$ cat src/rtl/lpx_pkg.sv
// Types, constants and helpers for the link presence exchange core.
package lpx_pkg;

    localparam int unsigned ValueW = 8;
    localparam int unsigned LocalW = 3;

    localparam logic [ValueW-1:0] FrameCheckMask  = 8'h88;
    localparam logic [ValueW-1:0] FrameCheckValue = 8'h80;
    localparam logic [LocalW-1:0] PayloadMask     = 3'h7;

    localparam logic [ValueW-1:0] SendIntervalRst = 8'd30;
    localparam logic [ValueW-1:0] RxTimeoutRst    = 8'd120;
    localparam logic [ValueW-1:0] DisconnectRst   = 8'd255;

    // Item kinds carried in tuser
    typedef enum logic {
        OP_TICK   = 1'b0,
        OP_SERIAL = 1'b1
    } lpx_op_t;

    // Configuration register indexes
    typedef enum logic [1:0] {
        REG_SEND_INTERVAL = 2'd0,
        REG_RX_TIMEOUT    = 2'd1,
        REG_DISC_CODE     = 2'd2
    } lpx_reg_t;

    typedef struct packed {
        logic [ValueW-1:0] send_interval;
        logic [ValueW-1:0] receive_timeout;
        logic [ValueW-1:0] disconnected_code;
    } lpx_cfg_t;

    typedef struct packed {
        lpx_op_t           opcode;
        logic [LocalW-1:0] local_value;
        logic [ValueW-1:0] rx_byte;
        logic              internal_clock;
    } lpx_item_t;

    typedef struct packed {
        logic              send_valid;
        logic [ValueW-1:0] send_byte;
        logic              changed;
        logic [ValueW-1:0] partner_value;
        logic              rearm_receive;
    } lpx_result_t;

    // Build the framed byte: marker bit, inverted copy, payload
    function automatic logic [ValueW-1:0] frame_byte(input logic [LocalW-1:0] v);
        frame_byte = FrameCheckValue | {1'b0, v ^ PayloadMask, 1'b0, v};
    endfunction

    // Accept a received byte when marker bits and inverted copy agree
    function automatic logic frame_ok(input logic [ValueW-1:0] b);
        frame_ok = ((b & FrameCheckMask) == FrameCheckValue)
                   && (b[6:4] == (b[2:0] ^ PayloadMask));
    endfunction

endpackage

$ cat src/rtl/link_presence_exchange_core.sv
// Top level of the link presence exchange core: channels, config registers, pipeline.
//
//  channel | dir | handshake          | payload
//  --------+-----+--------------------+--------------------------------------------
//  s_      | in  | s_tvalid/s_tready  | tuser opcode, tdata item fields
//  m_      | out | m_tvalid/m_tready  | tdata result fields
//  cfg_    | in  | cfg_valid/cfg_ready| cfg_index register, cfg_data value
//
// One item per cycle unless the output stalls: an accepted beat sits in the input register
// and moves to the result register on the next edge at which it is free or draining.
// The step logic is a single pass of counter decrements and byte compares.
// Reset is synchronous, active low, and restores all but the data registers to defaults.
// A stalled result holds in the result register; the input register takes one more
// beat, then s_tready drops until the result beat drains.
module link_presence_exchange_core
    import lpx_pkg::*;
(
    input  logic        aclk,
    input  logic        aresetn,

    input  logic        s_tvalid,
    output logic        s_tready,
    input  logic [0:0]  s_tuser,   // [0] opcode
    input  logic [15:0] s_tdata,   // [2:0] local_value, [10:3] rx_byte,
                                   // [11] internal_clock, [15:12] zero

    output logic        m_tvalid,
    input  logic        m_tready,
    output logic [23:0] m_tdata,   // [0] send_valid, [8:1] send_byte, [9] changed,
                                   // [17:10] partner_value, [18] rearm_receive,
                                   // [23:19] zero

    input  logic        cfg_valid,
    output logic        cfg_ready,
    input  logic [1:0]  cfg_index,
    input  logic [7:0]  cfg_data
);

    lpx_cfg_t    cfg_reg;
    logic        in_valid_reg;
    lpx_item_t   in_item_reg;
    logic        out_valid_reg;
    lpx_result_t out_result_reg;
    lpx_result_t step_result;
    logic        advance;
    logic        fire;

    // Configuration writes
    assign cfg_ready = 1'b1;

    always_ff @(posedge aclk) begin
        if (!aresetn) begin
            cfg_reg.send_interval     <= SendIntervalRst;
            cfg_reg.receive_timeout   <= RxTimeoutRst;
            cfg_reg.disconnected_code <= DisconnectRst;
        end else if (cfg_valid) begin
            unique case (cfg_index)
                REG_SEND_INTERVAL: cfg_reg.send_interval     <= cfg_data;
                REG_RX_TIMEOUT:    cfg_reg.receive_timeout   <= cfg_data;
                REG_DISC_CODE:     cfg_reg.disconnected_code <= cfg_data;
                default:           ;
            endcase
        end
    end

    // Pipeline flow: the result register drains or is empty
    assign advance  = !out_valid_reg || m_tready;
    assign fire     = in_valid_reg && advance;
    assign s_tready = !in_valid_reg || advance;

    // Input register
    always_ff @(posedge aclk) begin
        if (!aresetn) begin
            in_valid_reg <= 1'b0;
        end else if (s_tready) begin
            in_valid_reg <= s_tvalid;
        end
    end

    always_ff @(posedge aclk) begin
        if (s_tready && s_tvalid) begin
            in_item_reg.opcode         <= lpx_op_t'(s_tuser[0]);
            in_item_reg.local_value    <= s_tdata[2:0];
            in_item_reg.rx_byte        <= s_tdata[10:3];
            in_item_reg.internal_clock <= s_tdata[11];
        end
    end

    lpx_engine u_engine (
        .aclk    (aclk),
        .aresetn (aresetn),
        .fire    (fire),
        .item    (in_item_reg),
        .cfg     (cfg_reg),
        .result  (step_result)
    );

    // Result register
    always_ff @(posedge aclk) begin
        if (!aresetn) begin
            out_valid_reg <= 1'b0;
        end else if (advance) begin
            out_valid_reg <= in_valid_reg;
        end
    end

    always_ff @(posedge aclk) begin
        if (fire) begin
            out_result_reg <= step_result;
        end
    end

    assign m_tvalid = out_valid_reg;
    assign m_tdata  = {5'b0,
                       out_result_reg.rearm_receive,
                       out_result_reg.partner_value,
                       out_result_reg.changed,
                       out_result_reg.send_byte,
                       out_result_reg.send_valid};

endmodule

$ cat src/rtl/lpx_engine.sv
// Presence exchange state: send countdown, receive timeout and partner value tracking.
module lpx_engine
    import lpx_pkg::*;
(
    input  logic        aclk,
    input  logic        aresetn,
    input  logic        fire,
    input  lpx_item_t   item,
    input  lpx_cfg_t    cfg,
    output lpx_result_t result
);

    logic [ValueW-1:0] send_countdown_reg, send_countdown_next;
    logic [ValueW-1:0] timeout_count_reg, timeout_count_next;
    logic              fresh_data_reg, fresh_data_next;
    logic [ValueW-1:0] received_value_reg, received_value_next;
    logic [ValueW-1:0] reported_value_reg, reported_value_next;

    logic [ValueW-1:0] timeout_loaded;
    logic [ValueW-1:0] reported_loaded;
    logic              changed;

    // Work out the next state and the result beat for the item in front
    always_comb begin
        send_countdown_next = send_countdown_reg;
        timeout_count_next  = timeout_count_reg;
        fresh_data_next     = fresh_data_reg;
        received_value_next = received_value_reg;
        reported_value_next = reported_value_reg;
        timeout_loaded      = timeout_count_reg;
        reported_loaded     = reported_value_reg;
        changed             = 1'b0;
        result              = '0;

        if (item.opcode == OP_TICK) begin
            // Count down to the next periodic transmission
            if (send_countdown_reg != '0) begin
                if (send_countdown_reg == ValueW'(1)) begin
                    result.send_valid   = 1'b1;
                    result.send_byte    = frame_byte(item.local_value);
                    send_countdown_next = cfg.send_interval;
                end else begin
                    send_countdown_next = send_countdown_reg - ValueW'(1);
                end
            end

            // Fresh data restarts the timeout and may report a new value
            if (fresh_data_reg) begin
                timeout_loaded  = cfg.receive_timeout;
                fresh_data_next = 1'b0;
                reported_loaded = received_value_reg;
                changed         = (reported_value_reg != received_value_reg);
            end
            reported_value_next = reported_loaded;
            timeout_count_next  = timeout_loaded;

            // Expire the link when the timeout runs out
            if (timeout_loaded != '0) begin
                timeout_count_next = timeout_loaded - ValueW'(1);
                if (timeout_loaded == ValueW'(1)) begin
                    received_value_next = cfg.disconnected_code;
                    reported_value_next = cfg.disconnected_code;
                    changed             = 1'b1;
                end
            end

            result.changed       = changed;
            result.partner_value = changed ? received_value_next : '0;
        end else begin
            if (item.internal_clock) begin
                result.rearm_receive = 1'b1;
            end else if (frame_ok(item.rx_byte)) begin
                received_value_next = ValueW'(item.rx_byte[LocalW-1:0]);
                fresh_data_next     = 1'b1;
            end
        end
    end

    // Commit state when the item leaves the input stage
    always_ff @(posedge aclk) begin
        if (!aresetn) begin
            send_countdown_reg <= SendIntervalRst;
            timeout_count_reg  <= '0;
            fresh_data_reg     <= 1'b0;
            received_value_reg <= DisconnectRst;
            reported_value_reg <= DisconnectRst;
        end else if (fire) begin
            send_countdown_reg <= send_countdown_next;
            timeout_count_reg  <= timeout_count_next;
            fresh_data_reg     <= fresh_data_next;
            received_value_reg <= received_value_next;
            reported_value_reg <= reported_value_next;
        end
    end

endmodule

$ cat config.mk
export PLATFORM = sky130hd
export DESIGN_NAME = link_presence_exchange_core
export DESIGN_NICKNAME = d
export VERILOG_FILES = /design/src/rtl/lpx_pkg.sv /design/src/rtl/link_presence_exchange_core.sv /design/src/rtl/lpx_engine.sv
export SDC_FILE = /design/constraint.sdc
export NUM_CORES = 1
export LEC_CHECK = 0
export BUFFER_PORTS_ARGS = -buffer_cell sky130_fd_sc_hd__buf_2
export CORE_MARGIN = 2
export CORE_UTILIZATION = 55
export CTS_BUF_LIST = sky130_fd_sc_hd__clkbuf_4 sky130_fd_sc_hd__clkbuf_8
export DETAILED_ROUTE_END_ITERATION = 7
export GPL_ROUTABILITY_DRIVEN = 1
export PLACE_DENSITY = 0.78
export SETUP_SLACK_MARGIN = 0.15
export SYNTH_ARGS = -nofsm -noshare
export SYNTH_HDL_FRONTEND = slang
export SYNTH_SLANG_ARGS = --single-unit
$ cat constraint.sdc
create_clock -name aclk -period 4.3 [get_ports aclk]
set_input_delay 1.29 -clock aclk [delete_from_list [all_inputs] [get_ports aclk]]
set_output_delay 1.29 -clock aclk [all_outputs]
set_load 0.02 [all_outputs]
==> qor.yml, run 1 <==
hpwl_mm: 6.30
outcome: "finished clean"
crit_fanout: 3
final_nets: 526
netlist_area_sq_mm: 0.00423
cts_tree: "done"
drtAntennaViolNets: 0
cpMostUsedCell: "buf_2"
num_io_pins: 59
crit_buf_inv: 2
grt_usage_pct: 23.0
hold_viol: 0
drive_gt1_share_pct: 15.4
yosys_most_used_dff: "dfxtp_1"
power_w: 0.00178
ys_seq_area_share_pct: 49.2
cts_setup_buffers: 0
syn_area_per_cell_sq_um: 9.40
maxCapViolCount: 0
post_cts_resized: 0
ctsHoldBuffers: 0
critPathMaxStageDelay_ns: 0.19
io_buffers: 47
cts_buffer_depth: 2
worstSkewPairLatency_ns: 0.37
maxSlewHeadroom_pct: 49.7
min_period_over_period_pct: 72.5
cts-buffers-inserted: 9
max_clock_freq_mhz: 321
grt-ovfl-total: 0
core-area_sq_mm: 0.00737
p_leak_nw: 1.86
clock-sinks: 89
dp_cells: 577
fin_cells: 593
path_cells: "buf_2 -> nor2b_1 -> nand2_1 -> buf_2"
hp-class: "register to register"
wl_met1_mm: 4.16
grt_pass1_wl_mm: 15.5
dr_wl_met2_mm: 4.32
path_clk_slew_ns: 0.09
cpMaxStageDelayCell: "nor2b_1"
htreeDepth: 3
worst_ir_drop_vdd_uv: 245
crit_required_ns: 3.01
ys_types: 58
rows: 31
setup_tns_ns: 0
crit_family: "simple AND/OR/NAND/NOR gates"
ys_top_cells_by_area: "dfxtp_1 28%, edfxtp_1 21%, mux2i_1 4.7%, nand2_1 4.2%, a21oi_1 4.1%"
root_buffer: "clkbuf_8"
synth_edf_count: 30
die_w_um: 91.7
antenna_found_initial: 0
grt_max_degree: 38
tightest_slew_ns: 0.755
start_util_pct: 57.4
diodes: 0
drc: 0
hp-start: "u_engine.send_countdown_reg[6]"
grt_pass1_vias: 3261
ys_ff_latch: 89
setup_violations: 0
cp-start-kind: "input pin"
syn_inst: 450
skew_ns: 0.0103
r2r-start: "u_engine.fresh_data_reg"
cp-startpoint: "m_tready"
p_per_area_mw_per_mm2: 376
routabilityCongestion: 0.891
areaGrowthSynthToFinish_pct: 11.7
top_layer: "met4"
fin_crit_ns: 3.12
die-area_sq_mm: 0.00841
synthArstFlopShare_pct: 0
synth_top_area_share_pct: 27.9
viasPerCell: 5.78
slew_viol_final: 0
worstSetupEndpointType: "primary output"
drtIter0Drc: 210
dr_total_vias: 3429
timing_worst_setup_path_type: "input pin to primary output"
rsz0062_at_grt: "no"
dieHeight_um: 91.7
yosys_warnings: 0
largest_reg_flops: 24
worstPathArrival_ns: 1.83
drt-pass1-iter-count: 5
wl_per_cell_um: 15.3
routed_wl_mm: 9.10
wl_met3_um: 427
synth.largest_area_cell: "dfxtp_1"
cells in the mapped netlist, types with 2 or more instances:
master     instances
a211oi_1           8
a21o_1             4
a21oi_1           35
a221o_1            6
a22o_1             3
a2bb2oi_1          2
a31oi_1            2
and2_1            16
buf_1              3
buf_2              6
buf_4              8
clkbuf_1          12
conb_1             2
dfxtp_1           59
edfxtp_1          30
ha_1               5
inv_1             14
mux2i_1           20
nand2_1           47
nand2b_1           3
nand3_1           23
nand3b_1           2
nand4_1            2
nor2_1            38
nor3_1            12
nor3b_1            5
nor4_1             8
o211ai_1           2
o21ai_0           15
o22ai_1            3
o31ai_1           12
or3_1              3
xnor2_1            2
xor2_1            14
worst register-to-register path, stage by stage (launching register included):
cell     delay, ns
dfxtp_1       0.31
buf_4         0.31
mux2i_1       0.41
ha_1          0.20
nand2_1       0.08
or3_1         0.67
a21o_1        0.35
a221o_1       0.37
where the power goes:
part	switching (W)	leakage [nW]	internal, W
clock network	0.000312	0.114	0.000332
registers	0.0000319	0.774	0.000905
logic	0.000116	0.976	0.0000782
path summary, 6_finish.rpt:
path	endpoint	slack, ns	cells after the start
max	s_tready	1.18	4
min	u_engine.send_countdown_reg[6]	0.49	2
min reg2reg	u_engine.send_countdown_reg[6]	0.49	2
max reg2reg	u_engine.received_value_reg[5]	1.50	7
per-stage QoR:
stage	cell area (sq um)	setup WS, ns	util [%]	hold slack, ns
floorplan	4250	1.39	-	0.442
global placement	4500	1.21	61.1	0.464
detailed placement	4500	1.18	61.1	0.479
CTS	4730	1.18	64.1	0.495
global route	4730	1.13	64.1	0.518
finish	4730	1.18	64.1	0.491
area by class of cell:
class | instances | area, sq um
multi-input cells | 321 | 1960
fillers | 628 | 2640
flip-flops and latches | 89 | 2080
inverters | 15 | 56.3
repair buffers | 53 | 280
clock inverters | 7 | 100
clock buffers | 9 | 124
well taps | 99 | 124
metal layers:
metal	vias to the layer above	global-route usage (%)
met1	1627	30.6
met4	0	9.08
met2	95	37.0
li1	1685	-
met5	-	0
met3	22	4.52
kinds of logic (layout without fill, tap and decap cells):
family	after synthesis	in the layout	synth area share (%)
flops	89	89	49.2
fa+ha+maj	5	5	1.48
mux	22	22	5.26
other cells	2	7	0.177
xor+xnor	16	16	3.31
compound gates	103	103	16.0
buf+inv	45	84	5.06
simple gates	168	168	19.5
layout by cell type, fill, tap and decap left out, types with 2 or more instances in the layout:
cell and instances:
clkinv_4 2, a211oi_1 8, dfxtp_1 59, a221o_1 6, inv_1 14, nor3_2 2
o31ai_1 12, buf_2 47, xor2_1 14, nand3b_1 2, bufinv_16 2, a2bb2oi_1 2
ha_1 5, mux2i_1 20, nor3b_1 5, nand4_1 2, o22ai_1 3, clkbuf_8 9
a31oi_1 2, or3_1 3, a21o_1 4, nand2_1 47, o211ai_1 2, xnor2_1 2
a21oi_1 35, a22o_1 3, conb_1 7, nor3_1 11, edfxtp_1 30, and2_1 16
nand2b_1 3, o21ai_0 15, nor2_1 38, buf_4 6, inv_6 2, nor4_1 8
nand3_1 23
No activity file was read; power rests on OpenSTA's default activity.
==> run 2: changes to the inputs <==
--- a/config.mk
+++ b/config.mk
@@ -5,13 +5,14 @@
 export SDC_FILE = /design/constraint.sdc
 export NUM_CORES = 1
 export LEC_CHECK = 0
+export ABC_AREA = 1
 export BUFFER_PORTS_ARGS = -buffer_cell sky130_fd_sc_hd__buf_2
 export CORE_MARGIN = 2
-export CORE_UTILIZATION = 55
+export CORE_UTILIZATION = 54
 export CTS_BUF_LIST = sky130_fd_sc_hd__clkbuf_4 sky130_fd_sc_hd__clkbuf_8
 export DETAILED_ROUTE_END_ITERATION = 7
 export GPL_ROUTABILITY_DRIVEN = 1
-export PLACE_DENSITY = 0.78
+export PLACE_DENSITY = 0.79
 export SETUP_SLACK_MARGIN = 0.15
 export SYNTH_ARGS = -nofsm -noshare
 export SYNTH_HDL_FRONTEND = slang
==> constraint.sdc (replaced) <==
create_clock -name aclk -period 2.6 [get_ports aclk]
set_input_delay 0.78 -clock aclk [delete_from_list [all_inputs] [get_ports aclk]]
set_output_delay 0.78 -clock aclk [all_outputs]
set_load 0.02 [all_outputs]
==> run 2 against run 1 <==
  * Setup slack got worse by 0.79 ns
  * Routed wire length fell by 0.68%
  * Synthesized cell count rose by 28%
  * First-iteration DRC count rose by 24%
==> qor.yml, run 2 <==
hold_viol: 0  # unchanged
cpMaxStageDelayCell: "dfxtp_1"  # was nor2b_1
setup_tns_ns: 0  # unchanged
synth_top_area_share_pct: 26.7  # was 27.9%
whs_path_depth: 2  # unchanged
root_buffer: "clkbuf_8"  # unchanged
ctsHoldBuffers: 0  # unchanged
post_cts_resized: 0  # unchanged
r2r_slack_ns: 0.39  # was 1.50 ns
cts-buffers-inserted: 9  # unchanged
die_w_um: 94.5  # was 91.7 um
drt-pass1-iter-count: 7  # was 5
min_period_over_period_pct: 85.0
crit_required_ns: 2.74  # was 3.01 ns
final_core_util_pct: 60.7  # was 64.1%
drtAntennaViolNets: 0  # unchanged
netlist_area_sq_mm: 0.00442  # was 0.00423 sq mm
synthArstFlopShare_pct: 0  # unchanged
p_per_area_mw_per_mm2: 576  # was 376 mW/mm^2
cp-start-kind: "register"  # was input pin
grt_pass1_wl_mm: 15.4  # was 15.5 mm
yosys_warnings: 0  # unchanged
tightest_slew_ns: 0.676  # was 0.755 ns
setup_violations: 0  # unchanged
fillers: 745  # was 628
p_leak_nw: 2.41  # was 1.86 nW
die-area_sq_mm: 0.00893  # was 0.00841 sq mm
final_common_cell: "nand2_1"  # was dfxtp_1
ys_top_cells_by_area: "dfxtp_1 27%, edfxtp_1 20%, nand2_1 15%, inv_1 5.6%, nand3_1 5.4%"  # was dfxtp_1 28%, edfxtp_1 21%, mux2i_1 4.7%, nand2_1 4.2%, a21oi_1 4.1%
maxCapViolCount: 0  # unchanged
path_clk_slew_ns: 0.10  # was 0.09 ns
fin_area_sq_mm: 0.00491  # was 0.00473 sq mm
io_buffers: 47  # unchanged
ys_seq_area_share_pct: 47.1  # was 49.2%
diodes: 0  # unchanged
start_util_pct: 54.6  # was 57.4%
cts_buffer_depth: 2  # unchanged
crit_fanout: 27  # was 3
dr_total_vias: 3775  # was 3429
worstPathArrival_ns: 2.35  # was 1.83 ns
num_io_pins: 59  # unchanged
ys_types: 34  # was 58
path_cells: "buf_4 -> o21ai_2 -> inv_1 -> ha_1 -> inv_1 -> nand2_1 -> nor2_4 -> nand2_4 -> nand2_1 -> o21ai_1 -> inv_1 -> nor2_2"  # was buf_2 -> nor2b_1 -> nand2_1 -> buf_2
grt_max_degree: 37  # was 38
cpMostUsedCell: "inv_1"  # was buf_2
grt-ovfl-total: 0  # unchanged
drive_gt1_share_pct: 17.5  # was 15.4%
slew_viol_final: 0  # unchanged
worstSkewPairLatency_ns: 0.37  # about the same
syn_inst: 576  # was 450
syn_area_per_cell_sq_um: 7.68  # was 9.40 sq um
worstSetupEndpointType: "register"  # was primary output
place_area_sq_mm: 0.00472  # was 0.00450 sq mm
synth_most_common_cell: "nand2_1"  # was dfxtp_1
synth.largest_area_cell: "dfxtp_1"  # unchanged
ys_ff_latch: 89  # unchanged
antenna_found_initial: 0  # unchanged
critPathMaxStageDelay_ns: 0.37  # was 0.19 ns
reg2regPathDepth: 12  # was 7
dieHeight_um: 94.5  # was 91.7 um
synth.top_cells.by_count: "174 x nand2_1, 66 x inv_1, 59 x dfxtp_1"  # was 59 x dfxtp_1, 47 x nand2_1, 38 x nor2_1
yosys_most_used_dff: "dfxtp_1"  # unchanged
drc: 0  # unchanged
rsz0062_at_grt: "no"  # unchanged
timing_worst_setup_path_type: "register to register"  # was input pin to primary output
routabilityCongestion: 0.829  # was 0.891
skew_ns: 0.00818  # was 0.0103 ns
core-area_sq_mm: 0.00809  # was 0.00737 sq mm
clock-sinks: 89  # unchanged
rows: 33  # was 31
max_clock_freq_mhz: 453
largest_reg_flops: 24  # unchanged
synth_edf_count: 30  # unchanged
worst_ir_drop_vdd_uv: 335  # was 245 uV
routed_wl_mm: 9.04  # was 9.10 mm
cp_num_cells: 12  # was 4
fin_crit_ns: 2.21
viasPerCell: 5.15  # was 5.78
crit_family: "simple AND/OR/NAND/NOR gates"  # unchanged
areaGrowthSynthToFinish_pct: 11.1  # was 11.7%
grt_pass1_vias: 3513  # was 3261
cts_setup_buffers: 0  # unchanged
drtIter0Drc: 260  # was 210
final_nets: 660  # was 526
htreeDepth: 3  # unchanged
cts_tree: "done"  # unchanged
hpwl_mm: 6.55  # was 6.30 mm
crit_buf_inv: 4  # was 2
hp-class: "register to register"  # unchanged
wl_per_cell_um: 12.3  # was 15.3 um
fin_worst_hold_slack_ns: 0.458  # was 0.491 ns
outcome: "finished clean"  # unchanged
maxSlewHeadroom_pct: 54.9  # was 49.7%
grt_usage_pct: 21.8  # was 23.0%
layout_common_cells: "174 x nand2_1, 66 x inv_1, 59 x dfxtp_1"  # was 59 x dfxtp_1, 47 x nand2_1, 47 x buf_2
[run 2: cell types whose count changed in the layout (fill, tap and decap cells not counted), sizes merged, moves of 11 or more]
cell	before	now
nand2	47	184
inv	17	75
nand3	23	48
mux2i	20	0
o21ai	15	32
and2	16	0
o211ai	2	14
o31ai	12	1
xor2	14	3
[run 2: layout make-up]
cell class | instances | area, sq um | area share (%)
inverter | 71 | 269 | 5.48
clock buffer | 9 | 124 | 2.52
multi-input combinational | 396 | 1930 | 39.3
timing repair buffer | 56 | 303 | 6.16
tap | 105 | 131 | 2.67
sequential | 89 | 2080 | 42.4
clock inverter | 7 | 71.3 | 1.45
[run 2: cell families after synthesis]
kind of cell | synth area share (%)
adders and majority gates | 1.41
and+or+nand+nor | 29.1
buffers and inverters | 9.65
DFF | 47.1
AOI/OAI and AO/OA | 10.6
xor gates and xnor gates | 1.98
other | 0.170
[run 2: worst min-delay path, stage by stage, from the launching register on]
cell	delay [ns]
dfxtp_1	0.32
inv_1	0.05
a21oi_1	0.05
[run 2: power by group]
group,switching (W),internal [W]
clock,0.000543,0.000375
sequential,0.0000410,0.00150
combinational,0.000235,0.000132
total,0.000818,0.00201
[run 2: final timing paths]
check	from	endpoint
max	u_engine.fresh_data_reg	m_tdata[13]
min	cfg_reg[15]	cfg_reg[15]
min reg2reg	cfg_reg[15]	cfg_reg[15]
max reg2reg	u_engine.fresh_data_reg	m_tdata[13]
[run 2: metal layers]
metal	GRT usage, %	wire length, um	vias up
met4	9.42	123	0
met1	27.3	3940	1725
met2	37.0	4520	108
met3	4.07	453	14
li1	-	-	1928
met5	0	0	-
[run 2: stage by stage]
step,setup WS (ns),cells,total power (W)
floorplan,0.529,581,0.00185
global placement,0.412,717,0.00192
detailed placement,0.374,717,0.00194
CTS,0.314,733,0.00284
global route,0.159,733,0.00296
finish,0.391,733,0.00283
